`src/hw/rtl/ecp_pkg.sv`:
```
// Package: shared types and constants of the escape count palette
`timescale 1ns / 1ps
package ecp_pkg;
	localparam int CNT_W  = 16;
	localparam int CH_W   = 8;
	localparam int MODE_W = 2;
	localparam int CFG_IDX_W = 2;
	localparam int CFG_DATA_W = 16;

	localparam logic [CFG_IDX_W-1:0] CFG_MAX_COUNT = 2'd0;
	localparam logic [CFG_IDX_W-1:0] CFG_PALETTE_MODE = 2'd1;

	localparam logic [MODE_W-1:0] MODE_BASIC = 2'd0;
	localparam logic [MODE_W-1:0] MODE_SINE  = 2'd1;
	localparam logic [MODE_W-1:0] MODE_GREY  = 2'd2;

	localparam logic [CNT_W-1:0] MAX_COUNT_RST = 16'd100;

	// round(2^32 / (2*pi))
	localparam logic [29:0] PHASE_SCALE = 30'd683565276;
	localparam logic [15:0] SIN_A = 16'd51472;
	localparam logic [14:0] SIN_B = 15'd21024;
	localparam logic [11:0] SIN_C = 12'd2320;

	// control traveling with the quotient from the divider
	typedef struct packed {
		logic valid;
		logic black;
	} ecp_tag_t;
endpackage

```
`src/hw/rtl/ecp_div.sv`:
```
// Divider: pipelined restoring division, one quotient bit per stage
`timescale 1ns / 1ps
module ecp_div #(
	parameter int FB = 16
) (
	input  logic clk,
	input  logic arst_n,
	input  logic en,
	input  logic in_valid,
	input  logic [ecp_pkg::CNT_W-1:0] count,
	input  logic [ecp_pkg::CNT_W-1:0] max_count,
	output ecp_pkg::ecp_tag_t tag,
	output logic [FB-1:0] quot
);
	logic [FB-1:0] v_s;
	logic blk_s [FB];
	logic [ecp_pkg::CNT_W-1:0] rem_s [FB];
	logic [FB-1:0] q_s [FB];

	genvar k;
	for (k = 0; k < FB; k++) begin : g_step
		logic [ecp_pkg::CNT_W-1:0] rp;
		logic [FB-1:0] qp;
		logic vp, bp, ge;
		logic [ecp_pkg::CNT_W:0] dbl;
		logic [ecp_pkg::CNT_W:0] dif;
		if (k == 0) begin : g_first
			assign rp = count;
			assign qp = '0;
			assign vp = in_valid;
			assign bp = (count >= max_count);
		end else begin : g_next
			assign rp = rem_s[k-1];
			assign qp = q_s[k-1];
			assign vp = v_s[k-1];
			assign bp = blk_s[k-1];
		end
		assign dbl = {rp, 1'b0};
		assign ge = (dbl >= {1'b0, max_count});
		assign dif = dbl - {1'b0, max_count};

		always_ff @(posedge clk or negedge arst_n) begin
			if (!arst_n) begin
				v_s[k] <= 1'b0;
			end else if (en) begin
				v_s[k] <= vp;
			end
		end

		always_ff @(posedge clk) begin
			if (en) begin
				rem_s[k] <= ge ? dif[ecp_pkg::CNT_W-1:0] : dbl[ecp_pkg::CNT_W-1:0];
				q_s[k] <= {qp[FB-2:0], ge};
				blk_s[k] <= bp;
			end
		end
	end

	assign tag.valid = v_s[FB-1];
	assign tag.black = blk_s[FB-1];
	assign quot = q_s[FB-1];
endmodule

```
`config.mk`:
```
export PLATFORM = sky130hd
export DESIGN_NAME = ecp_div
export DESIGN_NICKNAME = d
export VERILOG_FILES = /design/src/hw/rtl/ecp_pkg.sv /design/src/hw/rtl/ecp_div.sv
export SDC_FILE = /design/constraint.sdc
export NUM_CORES = 1
export LEC_CHECK = 0
export BUFFER_PORTS_ARGS = -buffer_cell sky130_fd_sc_hd__buf_2
export CORE_UTILIZATION = 55
export CTS_BUF_LIST = sky130_fd_sc_hd__clkbuf_2 sky130_fd_sc_hd__clkbuf_4 sky130_fd_sc_hd__clkbuf_8
export DETAILED_ROUTE_END_ITERATION = 8
export HOLD_SLACK_MARGIN = 0.06
export PLACE_DENSITY = 0.71
export SLEW_MARGIN = 0
export SYNTH_ARGS = -nofsm -noshare
export SYNTH_HDL_FRONTEND = slang
export SYNTH_SLANG_ARGS = --single-unit
```
`constraint.sdc`:
```
create_clock -name clk -period 3.4 [get_ports clk]
set_input_delay 0.68 -clock clk [delete_from_list [all_inputs] [get_ports clk]]
set_output_delay 0.68 -clock clk [all_outputs]
set_load 0.1 [all_outputs]
```
# Word level (Yosys, flattened, before mapping)

Memories as Yosys holds them, arrays and structs flattened.
Cells that the tools add are included.

Bits in registers: 16
Bits in latches: 0
Memory bits (writable): 528
Bits in read-only memories: 0
Input bits: 36
Output and inout port bits: 18
Word-level logic and storage cells: 70
Memories: 3

Memory list:

| name  | depth | bits a word | read ports | clocked after memory_dff | write ports | line          | source |
|---|---|---|---|---|---|---|---|
| q_s   | 16    | 16          | 16         | 0                        | 16          | ecp_div.sv:18 | `logic [FB-1:0] q_s [FB];` |
| rem_s | 16    | 16          | 15         | 0                        | 16          | ecp_div.sv:17 | `logic [ecp_pkg::CNT_W-1:0] rem_s [FB];` |
| blk_s | 16    | 1           | 16         | 0                        | 16          | ecp_div.sv:16 | `logic blk_s [FB];` |

$add $sub $neg: 16
Multiply operators: 0
Div/mod/pow operators: 0
$lt $le $gt $ge: 17
Equality and inequality tests: 0
Shifts and indexed selects: 0
Muxes and demuxes: 18
Bitwise gates (word level): 0
Reduce and logical (&&, ||, !) cells: 0

Operators by type and width:

| kind                                             | number |
|---|---|
| 17-bit by 16-bit >= comparator with 1-bit output | 16 |
| 16-bit 2-to-1 mux                                | 16 |
| 16-bit subtractor                                | 16 |
| 16-bit >= comparator                             | 1 |
| 1-bit 2-to-1 mux                                 | 2 |

# Logic depth before layout (Yosys ltp)

An unclocked memory read counts as a cell.

Depth in word-level cells: 3
Mapped depth: 13
Depth with buffers taken out: 10

# Worst setup path after synthesis

Ideal clock, no wire load.

Path kind: in2reg
Start point: in max_count[4] (netlist name)
End point: mem rem_s[4][10] (netlist name) (data pin)
Library setup time: 262 ps
Arrival time: 3167 ps
Data required time: 3138 ps
Setup slack: -29 ps
Stages on the path: 12
Buffers on the path: 2
Path through: inv_1 > ha_1 > a21oi_1 > nand2_1 > a221o_1 > a211oi_4 > o21ai_2 > o21ai_1 > and2_1 > buf_4 > buf_6 > mux2_1

RTL lines:

| item            | line          | source |
|---|---|---|
| start, declared | ecp_div.sv:11 | `input logic [ecp_pkg::CNT_W-1:0] max_count,` |
| end, declared   | ecp_div.sv:17 |  |

==> impl_results.html <==
<table>
<tr><th>Metric</th><th>Value</th></tr>
<tr><th colspan="2">STA</th></tr>
<tr><td>Rel. slew slack</td><td>54.2%</td></tr>
<tr><td>RSZ-0062 raised after global routing</td><td>no</td></tr>
<tr><td>Final-report hold violation count</td><td>0</td></tr>
<tr><td>Transition time at the pin with the least slew margin</td><td>roughly 0.67 ns</td></tr>
<tr><td>Final TNS setup</td><td>0 ns</td></tr>
<tr><td>Largest clock skew in the final design</td><td>around 0.031 ns</td></tr>
<tr><td>Ratio of final minimum period to clock period</td><td>between 80% and 90%</td></tr>
<tr><td>Maximum clock frequency</td><td>0.333 GHz</td></tr>
<tr><td>Number of max-slew violations in the final report</td><td>0</td></tr>
<tr><td>Worst Hold Margin</td><td>~0.30 ns</td></tr>
<tr><td>Final setup vio count</td><td>0</td></tr>
<tr><td>Period minus WS final</td><td>~3.0 ns</td></tr>
<tr><th colspan="2">Clocking</th></tr>
<tr><td>Post_cts resized</td><td>0</td></tr>
<tr><td>Clock tree root driver cell</td><td>sky130_fd_sc_hd__clkbuf_8</td></tr>
<tr><td>Clock slew at reported path FFs</td><td>approximately 0.060 ns</td></tr>
<tr><td>Buffer levels on the longest clock path</td><td>3</td></tr>
<tr><td>Worst-Skew Late Latency</td><td>about 0.65 ns</td></tr>
<tr><td>CTS tree</td><td>built</td></tr>
<tr><td>Sink count of the clock tree</td><td>between 400 and 500</td></tr>
<tr><td>Inserted Clock Buffers</td><td>74</td></tr>
<tr><td>H-tree levels</td><td>3</td></tr>
<tr><th colspan="2">Detailed routing</th></tr>
<tr><td>Total length of routed wires</td><td>~66000 um</td></tr>
<tr><td>Uppermost layer routed</td><td>met5</td></tr>
<tr><td>Drt wl/cell</td><td>between 15 and 20 um</td></tr>
<tr><td>Met2 wire len</td><td>31700 um</td></tr>
<tr><td>Met3 WL post-DR</td><td>3190 um</td></tr>
<tr><td>Total routed wire length on the met1 layer</td><td>~28000 um</td></tr>
<tr><td>Iteration count of the initial detailed-routing pass</td><td>5</td></tr>
<tr><td>Vias per Instance</td><td>between 5 and 6</td></tr>
<tr><td>Vias after detailed routing</td><td>just over 20000</td></tr>
<tr><td>Routed Antenna Nets</td><td>0</td></tr>
<tr><td>Remaining routing DRC violations</td><td>0</td></tr>
<tr><td>Detailed router's first-iteration violation count</td><td>around 1500</td></tr>
<tr><th colspan="2">Setup path</th></tr>
<tr><td>Sequence of cells on the critical path</td><td>ha_1 &gt; a21o_1 &gt; a21o_1 &gt; a21oi_1 &gt; o21ai_0 &gt; a2111oi_2 &gt; o31ai_4 &gt; buf_4 &gt; nor2_1 &gt; a21oi_1</td></tr>
<tr><td>Category of the worst setup path launch point</td><td>register</td></tr>
<tr><td>Type of the worst setup path</td><td>reg -&gt; reg</td></tr>
<tr><td>Total number of cells along the worst setup path</td><td>10</td></tr>
<tr><td>Library cell contributing the largest single delay on the critical path</td><td>sky130_fd_sc_hd__a2111oi_2</td></tr>
<tr><td>Maximum fanout along the worst path</td><td>14</td></tr>
<tr><td>Register-to-Register Path Depth</td><td>10</td></tr>
<tr><td>Buf+Inv Stages, Crit Path</td><td>1</td></tr>
<tr><td>Cell family contributing the most delay on the critical path</td><td>compound AO/OA/AOI/OAI gates</td></tr>
<tr><td>CP required</td><td>about 3.8 ns</td></tr>
<tr><td>Crit path arrival time</td><td>roughly 3.4 ns</td></tr>
<tr><td>Sort of element at the end of the critical path</td><td>register</td></tr>
<tr><td>Largest stage delay on the critical path</td><td>0.61 ns</td></tr>
<tr><th colspan="2">Power</th></tr>
<tr><td>Power per cell area</td><td>approximately 950 nW/um2</td></tr>
<tr><td>Leakage power of the design</td><td>13.1 nW</td></tr>
<tr><td>VDD IR-drop max</td><td>0.450 mV</td></tr>
<tr><th colspan="2">Flow run</th></tr>
<tr><td>Max-capacitance violation count</td><td>0</td></tr>
<tr><th colspan="2">Floorplanning</th></tr>
<tr><td>DIE HEIGHT</td><td>between 200 and 250 um</td></tr>
<tr><td>Die Span X</td><td>around 220 um</td></tr>
<tr><td># rows</td><td>80</td></tr>
<tr><td>Die footprint</td><td>between 40000 and 50000 um2</td></tr>
<tr><td>Initial Utilization</td><td>56.1%</td></tr>
<tr><td>Top-Level Pins</td><td>54</td></tr>
<tr><td>Placeable core area</td><td>47900 um2</td></tr>
<tr><th colspan="2">Yosys</th></tr>
<tr><td>Leading cell types by count after synthesis</td><td>392 x sky130_fd_sc_hd__edfxtp_1, 271 x sky130_fd_sc_hd__ha_1, 218 x sky130_fd_sc_hd__nand2_1</td></tr>
<tr><td>Top-area cell type share of the netlist area</td><td>43.8%</td></tr>
<tr><td>Number of unique standard cell types used by synthesis</td><td>a little under 90</td></tr>
<tr><td>Net count after synthesis</td><td>between 2000 and 3000</td></tr>
<tr><td>Share of flip-flops with an asynchronous set or reset after synthesis</td><td>between 3 and 4%</td></tr>
<tr><td>Ys flop type</td><td>sky130_fd_sc_hd__edfxtp_1</td></tr>
<tr><td>Synthesis-stage register bit count</td><td>between 400 and 500</td></tr>
<tr><td>Cells taking the most area after synthesis</td><td>sky130_fd_sc_hd__edfxtp_1 44%, sky130_fd_sc_hd__ha_1 13%, sky130_fd_sc_hd__o21ai_0 3.8%</td></tr>
<tr><td>Cell Area, Synth</td><td>approximately 27000 um2</td></tr>
<tr><td>Leading area contributor after synthesis</td><td>sky130_fd_sc_hd__edfxtp_1</td></tr>
<tr><td>Post-synthesis area per instance</td><td>10.9 um2</td></tr>
<tr><td>Warnings, synthesis</td><td>0</td></tr>
<tr><td>Portion of the post-synthesis area used by sequential elements</td><td>a little under half</td></tr>
<tr><td>Number of synthesized flops with an enable pin</td><td>slightly below 400</td></tr>
<tr><td>Post-synthesis cell count</td><td>2477</td></tr>
<tr><td>Most instantiated library cell after synthesis</td><td>sky130_fd_sc_hd__edfxtp_1</td></tr>
<tr><th colspan="2">Global routing</th></tr>
<tr><td>Global-route wire length before repair</td><td>104000 um</td></tr>
<tr><td>GRT Util Overall</td><td>between 20% and 30%</td></tr>
<tr><td>Total global routing overflow</td><td>0</td></tr>
<tr><td>Largest net degree at the start of global routing</td><td>94</td></tr>
<tr><td>Antenna violations before repair</td><td>2</td></tr>
<tr><td>Via count of the first global-routing pass</td><td>slightly above 20000</td></tr>
<tr><th colspan="2">Place</th></tr>
<tr><td>Routability Congestion</td><td>approximately 0.91</td></tr>
<tr><td>Number of port buffers</td><td>53</td></tr>
<tr><td>Estimated wirelength of the detail-placed design</td><td>approximately 49000 um</td></tr>
<tr><th colspan="2">Worst hold path</th></tr>
<tr><td>Type of the most critical hold path</td><td>in -&gt; reg</td></tr>
<tr><td>Hold path depth</td><td>2</td></tr>
<tr><th colspan="2">Finish</th></tr>
<tr><td>Share of layout cells above drive strength 1</td><td>20.0%</td></tr>
<tr><td>Nets</td><td>between 3000 and 4000</td></tr>
<tr><td>Layout-stage area growth over the synthesis result</td><td>16.7%</td></tr>
<tr><th colspan="2">Status</th></tr>
<tr><td>Run status</td><td>complete, no violations</td></tr>
</table>
-- cell usage in the layout (no fill, tap or decap), types with 15 or more instances in the layout --
cell	n
sky130_fd_sc_hd__clkbuf_4	24
sky130_fd_sc_hd__buf_12	23
sky130_fd_sc_hd__fa_1	15
sky130_fd_sc_hd__buf_4	244
sky130_fd_sc_hd__a31oi_1	25
sky130_fd_sc_hd__nor2_1	132
sky130_fd_sc_hd__xnor2_1	91
sky130_fd_sc_hd__mux2_2	80
sky130_fd_sc_hd__edfxtp_1	392
sky130_fd_sc_hd__xor2_1	75
sky130_fd_sc_hd__buf_2	52
sky130_fd_sc_hd__nand4_1	31
sky130_fd_sc_hd__a211oi_1	24
sky130_fd_sc_hd__ha_1	271
sky130_fd_sc_hd__nor2b_1	40
sky130_fd_sc_hd__inv_1	90
sky130_fd_sc_hd__a21o_1	93
sky130_fd_sc_hd__a21oi_1	202
sky130_fd_sc_hd__o21ai_0	203
sky130_fd_sc_hd__o21a_1	25
sky130_fd_sc_hd__nand2_1	218
sky130_fd_sc_hd__o31ai_1	15
sky130_fd_sc_hd__nand2b_1	47
sky130_fd_sc_hd__clkbuf_8	79
sky130_fd_sc_hd__nor3_1	29
sky130_fd_sc_hd__dfrtp_1	16
sky130_fd_sc_hd__nand3_1	39
-- per-layer routing --
metal  vias to the layer above  track usage [%]
met5                         -                0
met4                         2             13.0
met3                       154             4.10
met2                       548             45.6
met1                      9801             33.1
li1                      10045                -
-- final cells by class --
type / instances / area (um2)
Antenna cell: 1 / 2.50
Clock buffer: 103 / 1270
Clock inverter: 26 / 146
Fill cell: 3745 / 16600
Inverter: 93 / 357
Multi-Input combinational cell: 1916 / 14100
Sequential cell: 408 / 12200
Tap cell: 615 / 769
Timing Repair Buffer: 321 / 2580
-- power breakdown --
group          internal, mW  total, mW  switching (mW)  leakage [nW]
clock network          2.48       4.52            2.04         0.759
registers              8.25       9.31            1.06          4.03
logic                  7.64       16.1            8.45          8.35
total                  18.4       29.9            11.5          13.1
-- per-stage QoR --
step	std cells	area (um2)	total power, mW	utilization, %	setup slack (ns)
floorplan	2477	26900	20.2	-	0.00773
global placement	3352	30000	24.8	62.5	-0.168
detailed placement	3352	30000	25.3	62.5	-0.202
CTS	3482	31400	30.0	65.5	0.383
global route	3483	31400	32.1	65.5	0.208
finish	3483	31400	29.9	65.5	0.398
-- worst paths after layout --
kind | endpoint | from | slack (ns)
setup / recovery | rem_s[3][17]$_DFFE_PP_ | rem_s[3][11]$_DFFE_PP_ | 0.40
hold / removal | g_step[1].vp$_DFFE_PN0P_ | in_valid | 0.30
setup reg to reg | rem_s[3][17]$_DFFE_PP_ | rem_s[3][11]$_DFFE_PP_ | 0.40
hold reg to reg | q_s[11][9]$_DFFE_PP_ | q_s[10][8]$_DFFE_PP_ | 0.41
max in group asynchronous | g_step[7].vp$_DFFE_PN0P_ | arst_n | 2.65
min in group asynchronous | g_step[8].vp$_DFFE_PN0P_ | arst_n | 0.49
-- state kept, by name, summed over array words and instances (netlist names) --
name       flops
rem_s        240
q_s          136
blk_s         16
g_step.vp     15
tag            1
-- cells by family (layout without fill, tap and decap cells) --
group	after synthesis	count (layout)	share of synthesized area [%]
compound gates	733	733	17.5
mux	104	104	4.42
simple gates	627	627	11.3
fa+ha+maj	286	286	13.7
xor+xnor	166	166	5.41
other cells	0	1	0
buf+inv	153	543	2.39
flops	408	408	45.3
-- what timing repair did --
| action | CTS | global route |
|---|---|---|
| hold buffers | 1 | 0 |
| setup buffers | 0 | 0 |
| endpoints found under the hold margin | 16 | 0 |
(Power assumes the default switching activity.)
